**config.mk**
```make
export PLATFORM = sky130hd
export DESIGN_NAME = yenc_line_encoder
export DESIGN_NICKNAME = d
export VERILOG_FILES = /design/src/rtl/yenc_pkg.sv /design/src/rtl/yenc_front.sv /design/src/rtl/yenc_queue.sv /design/src/rtl/yenc_back.sv /design/src/rtl/yenc_line_encoder.sv
export SDC_FILE = /design/constraint.sdc
export NUM_CORES = 1
export LEC_CHECK = 0
export BUFFER_PORTS_ARGS = -buffer_cell sky130_fd_sc_hd__buf_2
export CAP_MARGIN = 0
export CORE_MARGIN = 2
export CORE_UTILIZATION = 47
export DETAILED_ROUTE_END_ITERATION = 8
export PLACE_DENSITY = 0.61
export SYNTH_ARGS = -nofsm -noshare
export SYNTH_HDL_FRONTEND = slang
export SYNTH_SLANG_ARGS = --single-unit
```
**constraint.sdc**
```tcl
create_clock -name i_clk -period 10.1 [get_ports i_clk]
set_input_delay 0.505 -clock i_clk [delete_from_list [all_inputs] [get_ports i_clk]]
set_output_delay 0.505 -clock i_clk [all_outputs]
set_load 0.02 [all_outputs]
```
**src/rtl/yenc_pkg.sv**
```systemverilog
// ----------------------------------------------------------------------------
// yenc_pkg
// Shared constants and types for the yEnc line encoder: character codes,
// register defaults and the command word passed from front to back.
// ----------------------------------------------------------------------------
`default_nettype none

package yenc_pkg;

    localparam int unsigned COL_W          = 10;
    localparam int unsigned QUEUE_DEPTH    = 4;

    localparam logic [7:0] SHIFT_ADD   = 8'd42;
    localparam logic [7:0] ESC_ADD     = 8'd64;
    localparam logic [7:0] CHAR_NUL    = 8'h00;
    localparam logic [7:0] CHAR_TAB    = 8'h09;
    localparam logic [7:0] CHAR_LF     = 8'h0A;
    localparam logic [7:0] CHAR_CR     = 8'h0D;
    localparam logic [7:0] CHAR_SPACE  = 8'h20;
    localparam logic [7:0] CHAR_DOT    = 8'h2E;
    localparam logic [7:0] CHAR_ESC    = 8'h3D;

    localparam logic [COL_W-1:0] LINE_LEN_RESET = COL_W'(128);

    // One classified input byte: shifted value and how to emit it.
    typedef struct packed {
        logic [7:0] value;     // byte after the +42 shift
        logic       esc;       // emit as escape pair
        logic       line_end;  // follow with CR LF
        logic       eob;       // last byte of the caller's buffer
    } t_cmd;

endpackage

`default_nettype wire

```
**src/rtl/yenc_front.sv**
```systemverilog
// ----------------------------------------------------------------------------
// yenc_front
// Accepts input bytes, shifts and classifies them against the running column
// and the line length register, and pushes one command per byte.
// ----------------------------------------------------------------------------
`default_nettype none

module yenc_front
    import yenc_pkg::*;
(
    input  wire logic             i_clk,
    input  wire logic             i_rst_n,
    input  wire logic             i_in_valid,
    output logic                  o_in_stall,
    input  wire logic [7:0]       i_data_byte,
    input  wire logic             i_end_of_buffer,
    input  wire logic             i_cfg_valid,
    input  wire logic [COL_W-1:0] i_line_length,
    input  wire logic             i_queue_full,
    output logic                  o_push,
    output t_cmd                  o_cmd
);

    logic [COL_W-1:0] r_column;
    logic [COL_W-1:0] n_column;
    logic [COL_W-1:0] r_line_length;
    logic [7:0]       shifted;
    logic             at_start;
    logic             at_edge;
    logic             critical;
    logic             white;
    logic             esc;

    assign o_in_stall = i_queue_full;
    assign o_push     = i_in_valid && !i_queue_full;

    always_comb begin
        shifted  = i_data_byte + SHIFT_ADD;
        at_start = (r_column == '0);
        at_edge  = ({1'b0, r_column} + (COL_W+1)'(1)) >= {1'b0, r_line_length};
        critical = (shifted == CHAR_NUL) || (shifted == CHAR_LF) ||
                   (shifted == CHAR_CR)  || (shifted == CHAR_ESC);
        white    = (shifted == CHAR_TAB) || (shifted == CHAR_SPACE);
        esc      = critical || ((at_start || at_edge) && white) ||
                   (at_start && (shifted == CHAR_DOT));
        if (at_edge) begin
            n_column = '0;
        end else begin
            n_column = r_column + (esc ? COL_W'(2) : COL_W'(1));
        end
    end

    assign o_cmd.value    = shifted;
    assign o_cmd.esc      = esc;
    assign o_cmd.line_end = at_edge;
    assign o_cmd.eob      = i_end_of_buffer;

    always_ff @(posedge i_clk) begin
        if (!i_rst_n) begin
            r_column      <= '0;
            r_line_length <= LINE_LEN_RESET;
        end else begin
            if (i_cfg_valid) begin
                r_line_length <= i_line_length;
            end
            if (o_push) begin
                r_column <= n_column;
            end
        end
    end

endmodule

`default_nettype wire

```
**src/rtl/yenc_queue.sv**
```systemverilog
// ----------------------------------------------------------------------------
// yenc_queue
// Small command queue between front and back; register storage, head shown
// combinationally.
// ----------------------------------------------------------------------------
`default_nettype none

module yenc_queue
    import yenc_pkg::*;
#(
    parameter int unsigned DEPTH = QUEUE_DEPTH
) (
    input  wire logic i_clk,
    input  wire logic i_rst_n,
    input  wire logic i_push,
    input  t_cmd      i_cmd,
    output logic      o_full,
    input  wire logic i_pop,
    output logic      o_head_valid,
    output t_cmd      o_head
);

    localparam int unsigned PTR_W = (DEPTH > 1) ? $clog2(DEPTH) : 1;
    localparam int unsigned CNT_W = $clog2(DEPTH + 1);

    t_cmd             r_mem [DEPTH];
    logic [PTR_W-1:0] r_wr_ptr;
    logic [PTR_W-1:0] r_rd_ptr;
    logic [CNT_W-1:0] r_count;

    function automatic logic [PTR_W-1:0] ptr_inc(input logic [PTR_W-1:0] p);
        return (p == PTR_W'(DEPTH - 1)) ? '0 : p + PTR_W'(1);
    endfunction

    assign o_full       = (r_count == CNT_W'(DEPTH));
    assign o_head_valid = (r_count != '0);
    assign o_head       = r_mem[r_rd_ptr];

    always_ff @(posedge i_clk) begin
        if (i_push) begin
            r_mem[r_wr_ptr] <= i_cmd;
        end
    end

    always_ff @(posedge i_clk) begin
        if (!i_rst_n) begin
            r_wr_ptr <= '0;
            r_rd_ptr <= '0;
            r_count  <= '0;
        end else begin
            if (i_push) begin
                r_wr_ptr <= ptr_inc(r_wr_ptr);
            end
            if (i_pop) begin
                r_rd_ptr <= ptr_inc(r_rd_ptr);
            end
            unique case ({i_push, i_pop})
                2'b10:   r_count <= r_count + CNT_W'(1);
                2'b01:   r_count <= r_count - CNT_W'(1);
                default: r_count <= r_count;
            endcase
        end
    end

endmodule

`default_nettype wire

```
**src/rtl/yenc_back.sv**
```systemverilog
// ----------------------------------------------------------------------------
// yenc_back
// Expands each command into one to four output characters through a
// registered output stage, one beat per cycle while the receiver does not stall.
// ----------------------------------------------------------------------------
`default_nettype none

module yenc_back
    import yenc_pkg::*;
(
    input  wire logic       i_clk,
    input  wire logic       i_rst_n,
    input  wire logic       i_head_valid,
    input  t_cmd            i_head,
    output logic            o_pop,
    output logic            o_out_valid,
    input  wire logic       i_out_stall,
    output logic [7:0]      o_out_byte,
    output logic            o_run_last,
    output logic            o_buffer_end
);

    typedef enum logic {
        ST_IDLE,
        ST_RUN
    } t_state;

    t_state     r_state;
    t_cmd       r_cmd;
    logic [1:0] r_step;
    logic       r_out_valid;
    logic [7:0] r_out_byte;
    logic       r_run_last;
    logic       r_buffer_end;
    logic       load;
    logic       head_last;
    logic       run_last;

    // Beat k of a command: [ESC, value+64 | value] then [CR, LF].
    function automatic logic [7:0] beat_char(input t_cmd c, input logic [1:0] k);
        logic [7:0] esc_val;
        logic [7:0] ch;
        esc_val = c.value + ESC_ADD;
        if (c.esc) begin
            unique case (k)
                2'd0: ch = CHAR_ESC;
                2'd1: ch = esc_val;
                2'd2: ch = CHAR_CR;
                2'd3: ch = CHAR_LF;
            endcase
        end else begin
            unique case (k)
                2'd0:    ch = c.value;
                2'd1:    ch = CHAR_CR;
                default: ch = CHAR_LF;
            endcase
        end
        return ch;
    endfunction

    // Index of the final beat: escape adds one, line end adds two.
    function automatic logic [1:0] last_step(input t_cmd c);
        return {c.line_end, c.esc};
    endfunction

    assign load      = !r_out_valid || !i_out_stall;
    assign o_pop     = load && (r_state == ST_IDLE) && i_head_valid;
    assign head_last = (last_step(i_head) == 2'd0);
    assign run_last  = (r_step == last_step(r_cmd));

    always_ff @(posedge i_clk) begin
        if (!i_rst_n) begin
            r_state     <= ST_IDLE;
            r_out_valid <= 1'b0;
            r_step      <= '0;
        end else if (load) begin
            unique case (r_state)
                ST_RUN: begin
                    r_out_valid  <= 1'b1;
                    r_out_byte   <= beat_char(r_cmd, r_step);
                    r_run_last   <= run_last;
                    r_buffer_end <= run_last && r_cmd.eob;
                    r_step       <= r_step + 2'd1;
                    if (run_last) begin
                        r_state <= ST_IDLE;
                    end
                end
                ST_IDLE: begin
                    r_out_valid <= i_head_valid;
                    if (i_head_valid) begin
                        r_out_byte   <= beat_char(i_head, 2'd0);
                        r_run_last   <= head_last;
                        r_buffer_end <= head_last && i_head.eob;
                        r_cmd        <= i_head;
                        r_step       <= 2'd1;
                        if (!head_last) begin
                            r_state <= ST_RUN;
                        end
                    end
                end
            endcase
        end
    end

    assign o_out_valid  = r_out_valid;
    assign o_out_byte   = r_out_byte;
    assign o_run_last   = r_run_last;
    assign o_buffer_end = r_buffer_end;

endmodule

`default_nettype wire

```
**src/rtl/yenc_line_encoder.sv**
```systemverilog
// ----------------------------------------------------------------------------
// yenc_line_encoder
// yEnc encoder with line wrapping: raw bytes in, encoded characters out.
// ----------------------------------------------------------------------------
// Usage:
//   Input channel: i_in_valid / o_in_stall carry one raw byte per beat
//   (i_data_byte, i_end_of_buffer). Output channel: o_out_valid / i_out_stall
//   carry one encoded character per beat (o_out_byte, o_run_last on the last
//   character of a byte, o_buffer_end on the last character of a byte that
//   was flagged end of buffer).
//   Config channel: i_cfg_valid / o_cfg_ready write i_line_length; write only
//   while the encoder is drained. o_cfg_ready is always high.
//   With the queue empty, a byte is classified and written into the queue
//   when it is accepted; its first character is then loaded from the queue
//   head into the output register. Throughput: the output side moves one
//   character per cycle while the receiver does not stall, so a byte occupies
//   the back end for one to four characters (plain, escaped, plus CR LF at a
//   line end). The front takes one byte per cycle while the queue has room.
//   Reset clears the column to start of line, line length to 128 and empties
//   the queue. When the receiver stalls, the output register holds its beat,
//   the queue fills, and o_in_stall rises once the queue is full.
// ----------------------------------------------------------------------------
`default_nettype none

module yenc_line_encoder
    import yenc_pkg::*;
#(
    parameter int unsigned QDEPTH = QUEUE_DEPTH
) (
    input  wire logic             i_clk,
    input  wire logic             i_rst_n,
    // raw byte channel
    input  wire logic             i_in_valid,
    output logic                  o_in_stall,
    input  wire logic [7:0]       i_data_byte,
    input  wire logic             i_end_of_buffer,
    // encoded character channel
    output logic                  o_out_valid,
    input  wire logic             i_out_stall,
    output logic [7:0]            o_out_byte,
    output logic                  o_run_last,
    output logic                  o_buffer_end,
    // line length register
    input  wire logic             i_cfg_valid,
    output logic                  o_cfg_ready,
    input  wire logic [COL_W-1:0] i_line_length
);

    t_cmd front_cmd;
    t_cmd head_cmd;
    logic push;
    logic queue_full;
    logic head_valid;
    logic pop;

    assign o_cfg_ready = 1'b1;

    // Front: shift, pick the escape set from the column, advance the column.
    yenc_front u_front (
        .i_clk          (i_clk),
        .i_rst_n        (i_rst_n),
        .i_in_valid     (i_in_valid),
        .o_in_stall     (o_in_stall),
        .i_data_byte    (i_data_byte),
        .i_end_of_buffer(i_end_of_buffer),
        .i_cfg_valid    (i_cfg_valid),
        .i_line_length  (i_line_length),
        .i_queue_full   (queue_full),
        .o_push         (push),
        .o_cmd          (front_cmd)
    );

    // Queue decouples classification from character emission.
    yenc_queue #(
        .DEPTH(QDEPTH)
    ) u_queue (
        .i_clk       (i_clk),
        .i_rst_n     (i_rst_n),
        .i_push      (push),
        .i_cmd       (front_cmd),
        .o_full      (queue_full),
        .i_pop       (pop),
        .o_head_valid(head_valid),
        .o_head      (head_cmd)
    );

    // Back: expand each command into its characters.
    yenc_back u_back (
        .i_clk       (i_clk),
        .i_rst_n     (i_rst_n),
        .i_head_valid(head_valid),
        .i_head      (head_cmd),
        .o_pop       (pop),
        .o_out_valid (o_out_valid),
        .i_out_stall (i_out_stall),
        .o_out_byte  (o_out_byte),
        .o_run_last  (o_run_last),
        .o_buffer_end(o_buffer_end)
    );

endmodule

`default_nettype wire

```
## Word level (Yosys, flattened, before mapping)

Memory sizes are Yosys's and may differ from the RTL's. A register that Yosys moved wholly into a read port is not among the register bits.
Cells that the tools add are included.

| cells by class | value |
|---|---|
| shift operators | 0 |
| order comparisons | 1 |
| multipliers | 0 |
| muxes and demuxes | 26 |
| add/subtract/negate cells | 9 |
| equal/unequal tests | 16 |
| bitwise operators | 1 |
| divide/modulo/power cells | 0 |
| reductions and logical operators | 27 |

Operators with widths:

| operator | count |
|---|---|
| case mux 8 bit (2 select lines) | 2 |
| case mux 8 bit (4 select lines) | 1 |
| equality test 8 x 4 -> 1 bit, second input constant | 3 |
| equality test 8 x 6 -> 1 bit, second input constant | 3 |
| two-way mux 8 bit | 3 |
| two-way mux 2 bit | 6 |
| adder 10 x 1 -> 11 bit, second input constant | 1 |
| >= comparator 11 x 10 -> 1 bit | 1 |
| adder 10 bit | 1 |
| equality test 2 bit, second input constant | 5 |
| logical NOT 10 bit | 1 |
| two-way mux 10 bit | 1 |
| adder 8 x 6 -> 8 bit, second input constant | 1 |
| adder 8 x 7 -> 8 bit, second input constant | 1 |
| logical NOT 8 bit | 1 |
| logical OR 1 bit | 8 |
| case mux 1 bit (2 select lines) | 4 |
| logical AND 1 bit | 7 |
| two-way mux 1 bit | 7 |
| adder 2 x 1 -> 2 bit, second input constant | 3 |
| case mux 3 bit (2 select lines) | 1 |
| equality test 2 x 1 -> 1 bit, second input constant | 2 |
| logical NOT 2 bit | 2 |
| case mux 2 bit (2 select lines) | 1 |
| 12 further kinds | 14 |

| storage, ports and cells | value |
|---|---|
| flip-flop bits (word level) | 52 |
| bits in latches | 0 |
| input bits | 24 |
| logic and storage cells | 96 |
| bits in read-only memories | 0 |
| memory bits (writable) | 44 |
| output and inout port bits | 13 |
| memories kept | 1 |

Memory list:

| name | depth | width | rd ports | clocked after Yosys merged registers in | write ports | RTL line | source |
|---|---|---|---|---|---|---|---|
| u_queue.r_mem | 4 | 11 | 1 | 1 | 1 | yenc_queue.sv:26 | `t_cmd r_mem [DEPTH];` |

## Depth between registers and ports, before layout

| logic depth | value |
|---|---|
| word-level depth | 10 |
| gate-level depth with buffers | 20 |
| mapped depth without buffers | 18 |

## Hierarchy

A second synthesis with hierarchy kept.

| second synthesis, totals | value |
|---|---|
| cells, all modules | 404 |
| area, all modules | 4967.3 um^2 |

Modules (own cells, without submodules):

| module | seq. area each (um^2) | area each (um^2) | cells each | instances |
|---|---|---|---|---|
| yenc_queue | 1501.4 | 2054.5 | 104 | 1 |
| yenc_front | 400.4 | 1671.6 | 196 | 1 |
| yenc_back | 710.7 | 1229.9 | 102 | 1 |
| yenc_line_encoder | 0.0 | 11.3 | 2 | 1 |

## Worst setup path after synthesis

No wires, ideal clock.

| timing path | value |
|---|---|
| path kind | reg2reg |
| start point | register u_front.r_column[0] |
| end point | register u_front.r_column[6] |
| clock period less this slack | 4.014 ns |
| arrival | 3.938 ns |
| required time | 10.024 ns |
| library setup time | 0.076 ns |
| path buffers | 1 |
| cell stages (with the launch flop) | 20 |
| setup slack | 6.086 ns |
| path through | dfxtp_1 -> ha_1 -> nand3_1 -> nor2_1 -> xor2_1 -> ha_1 -> a21o_1 -> a21oi_2 -> o31a_1 -> o21a_4 -> buf_6 -> a21oi_1 -> o21ai_1 -> ha_1 -> inv_1 -> fa_1 -> nand3b_1 -> or2_2 -> or4_1 -> a31oi_1 |

| on the way | value |
|---|---|
| word-level cells in the longest chain between the ends | 9 |
| elaborated cells between the ends (all ways) | 11 |
| those cells by class | 2 x add/sub; 1 x order compare; 2 x mux; 6 x reduce/logical |

Ends and longest elaborated chain:

| item | RTL line | source |
|---|---|---|
| from (decl) | yenc_front.sv:24 | `logic [COL_W-1:0] r_column;` |
| from (signal assigned) | yenc_front.sv:67 | `r_column <= n_column;` |
| adder 10 x 1 -> 11 bit | yenc_front.sv:40 | `at_edge = ({1'b0, r_column} + (COL_W+1)'(1)) >= {1'b0, r_line_length};` |
| >= comparator 11 x 10 -> 1 bit | yenc_front.sv:40 |  |
| logical OR 1 bit | yenc_front.sv:44 | `esc = critical \|\| ((at_start \|\| at_edge) && white) \|\|` |
| logical AND 1 bit | yenc_front.sv:44 |  |
| logical OR 1 bit (2 in a row) | yenc_front.sv:44 |  |
| two-way mux 2 bit | yenc_front.sv:49 | `n_column = r_column + (esc ? COL_W'(2) : COL_W'(1));` |
| adder 10 bit | yenc_front.sv:49 |  |
| two-way mux 10 bit (*) | yenc_front.sv:46 | `if (at_edge) begin` |

Every way passes the cells marked *; elsewhere a longest branch is shown, timed or not.
A chain may end at the register's enable or synchronous reset.

## Final worst setup path

Ends and elaborated chain as after synthesis.

==> impl_metrics.csv <==
group,metric,value,unit
synth,synth.area.top_cells,"edfxtp_1 40%, dfxtp_1 14%, ha_1 6.4%",
detailed_routing,route.vias.total,3082,
finish,layout_commonest_cell,"edfxtp_1",
clocking,tritoncts,"done",
synth,synth.ff_latch_count,98,
detailed_routing,firstDrtPassIters,4,
finish,area_growth,9.48,%
clocking,cts_resized,0,
sta,finClkSkew,0.00683,ns
worst_setup_path,worstPathCellList,"ha_1 > nand3_1 > nor2_1 > xor2_1 > ha_1 > a21o_1 > a21oi_2 > o31a_1 > o21a_4 > a21oi_1 > o21ai_1 > ha_1 > inv_1 > fa_1 > nand3b_1 > or2_2 > or4_1 > a31oi_1",
finish,stdcell_count,591,
worst_setup_path,crit_family,"simple AND/OR/NAND/NOR gates",
clocking,h-tree-depth,3,
finish,multiInputGateArea,2030,um^2
clocking,cts_hold_buf,0,
pwr,p_leak,2.02,nW
synth,synth_top_flop_cell,"edfxtp_1",
synth,ys_types,55,
clocking,cts_buffer_depth,2,
detailed_routing,drt_iter0_markers,150,
sta,fin_tns_setup,0,ns
floorplan,initial_utilization,0.478,
detailed_routing,wire_per_inst,14.2,um
floorplan,die_width,106,um
sta,worst_pin_slew,0.862,ns
finish,finalNetCount,501,
sta,relSlewSlack,0.425,
floorplan,rows,37,
synth,synthesis.instances,423,
worst_setup_path,start_kind,"flop",
grt,grt_max_degree,24,
run_status,status,"complete, no violations",
floorplan,die_area,11200,um^2
sta,period_share,0.441,
worst_setup_path,crit_cells,18,
finish,finalCoreUtilization,0.523,
sta,rsz0062_at_grt,"no",
clocking,postCtsSetupBuffers,0,
grt,grt_pass1_vias,2914,
worst_setup_path,reg2reg_depth,18,
pwr,power_density,226,nW/um^2
sta,whs,0.352,ns
worst_setup_path,slowest_delay,0.46,ns
detailed_routing,drc,0,
sta,fin_ws,5.64,ns
finish,fillCellCount,924,
worst_setup_path,endpoint_kind,"flop",
sta,drv_slew,0,
placed_design,place_hpwl,6020,um
worst_setup_path,crit_fanout,11,
clocking,clock_sinks,98,
sta,final_hold_viol_count,0,
worst_setup_path,crit_buf_inv,1,
grt,grt_pass1_wl,14400,um
synth,async_flop_share,0,
synth,synth_enable_flop_cells,65,
job,maxCapViolations,0,
synth,syn_nets,474,
synth,synth_top_area_cell,"edfxtp_1",
worst_setup_path,cp_slowest_cell,"dfxtp_1",
synth,syn_area,4870,um^2
placed_design,placedCellCount,575,
finish,antenna_cells,0,
clocking,insertion_delay,0.36,ns
hold_path,hold_path_class,"in -> reg",
floorplan,pin_count,37,
floorplan,die_y,106,um
pwr,ir_worst_vdd,0.0805,mV
synth,syn_avg_cell_area,11.5,um^2
worst_setup_path,worst_path_most_repeated_cell,"ha_1",
placed_design,dp_slack,5.65,ns
grt,antenna_found_initial,0,
hold_path,whs_path_depth,1,
sta,period_needed,4.46,ns
synth,seq_area_frac_synth,0.537,
finish,final-seq-area,2610,um^2
placed_design,place.gp.congestion,0.829,
sta,fmax,0.224,GHz
detailed_routing,antenna_left,0,
clocking,cts_root_buf,"clkbuf_8",
finish,final_cell_mix,"65 x edfxtp_1, 35 x nand2_1, 35 x buf_2, 33 x dfxtp_1, 26 x inv_1",
detailed_routing,wl,8420,um
sta,setup_viol,0,
grt,grt-ovfl-total,0,
floorplan,core,10200,um^2
clocking,numCtsBuffers,9,
synth,synth_top_area_share,0.401,
synth,ys_warn_count,0,
detailed_routing,routed_via_density,5.21,
worst_setup_path,required,10.39,ns
placed_design,io_buffers,35,
finish,layout-drive-gt1-share,0.149,
worst_setup_path,crit_arrival,4.74,ns
grt,grt_use_total,0.165,
clocking,clk_pin_slew,0.09,ns
worst_setup_path,crit_type,"reg -> reg",
==> stage by stage <==
stage               total power [mW]  instance area (um^2)
CTS                             1.22                  5330
floorplan                      0.845                  4870
finish                          1.20                  5330
detailed placement             0.935                  5100
global route                    1.29                  5330
global placement               0.928                  5100
==> worst paths after layout <==
path                                          startpoint                       end  slack (ns)
worst max-delay path                 u_front.r_column[0]       u_front.r_column[6]        5.64
worst min-delay path                     i_end_of_buffer       u_queue.r_mem[3][0]        0.35
worst min register to register  u_front.r_line_length[1]  u_front.r_line_length[1]        0.50
worst max register to register       u_front.r_column[0]       u_front.r_column[6]        5.64
==> worst register-to-register path: cells and delay by family (launching register included) <==
family / cells / cell delay, ns
simple gates: 5 / 1.30
compound gates: 7 / 1.22
fa+ha+maj: 4 / 1.14
flops: 1 / 0.46
xor+xnor: 1 / 0.19
buf+inv: 1 / 0.06
==> flip-flops by register name, summed over array words and instances (netlist names), named ones only <==
signal / count
u_back.r_step: 2
u_front.r_column: 10
u_queue.r_mem: 44
u_front.r_line_length: 10
u_back.r_state: 1
u_back.o_buffer_end: 1
u_queue.r_count: 3
u_queue.r_rd_ptr: 2
u_back.r_cmd: 11
u_queue.r_wr_ptr: 2
u_back.o_run_last: 1
u_back.o_out_valid: 1
u_back.o_out_byte: 8
==> synth_stat cells, types with 6 or more instances <==
cell,instances
a21boi_1,6
a21oi_1,20
and2_1,9
clkbuf_1,6
dfxtp_1,33
edfxtp_1,65
ha_1,25
inv_1,26
mux2i_1,10
mux4_2,11
nand2_1,35
nand3_1,16
nor2_1,25
nor2b_1,9
nor3_1,9
o21ai_0,12
o21ai_1,10
xnor2_1,13
xor2_1,8
==> layout make-up <==
cell class | instances | area share
inverter | 28 | 0.0197
timing repair buffer | 36 | 0.0343
tap | 136 | 0.0319
clock inverter | 5 | 0.0143
sequential | 98 | 0.490
multi-input combinational | 277 | 0.381
clock buffer | 11 | 0.0284
==> cells by family after synthesis <==
group           share of synthesized area
compound gates                     0.0954
xor+xnor                           0.0378
buf+inv                            0.0460
flops                               0.537
fa+ha+maj                          0.0725
other cells                      0.000770
mux                                0.0714
simple gates                        0.140
==> where the power goes <==
| group | total, mW | internal (mW) | switching [mW] | leakage, nW |
|---|---|---|---|---|
| sequential | 0.577 | 0.520 | 0.0569 | 0.870 |
| clock | 0.285 | 0.152 | 0.133 | 0.113 |
| combinational | 0.342 | 0.147 | 0.195 | 1.03 |
==> metal layers <==
layer | share of wire | vias to the layer above | track usage
li1 | - | 1562 | -
met1 | 0.50 | 1461 | 0.233
met2 | 0.45 | 47 | 0.250
met3 | 0.029 | 12 | 0.0266
met4 | 0.020 | 0 | 0.0789
met5 | 0 | - | 0
(Power assumes the default switching activity.)
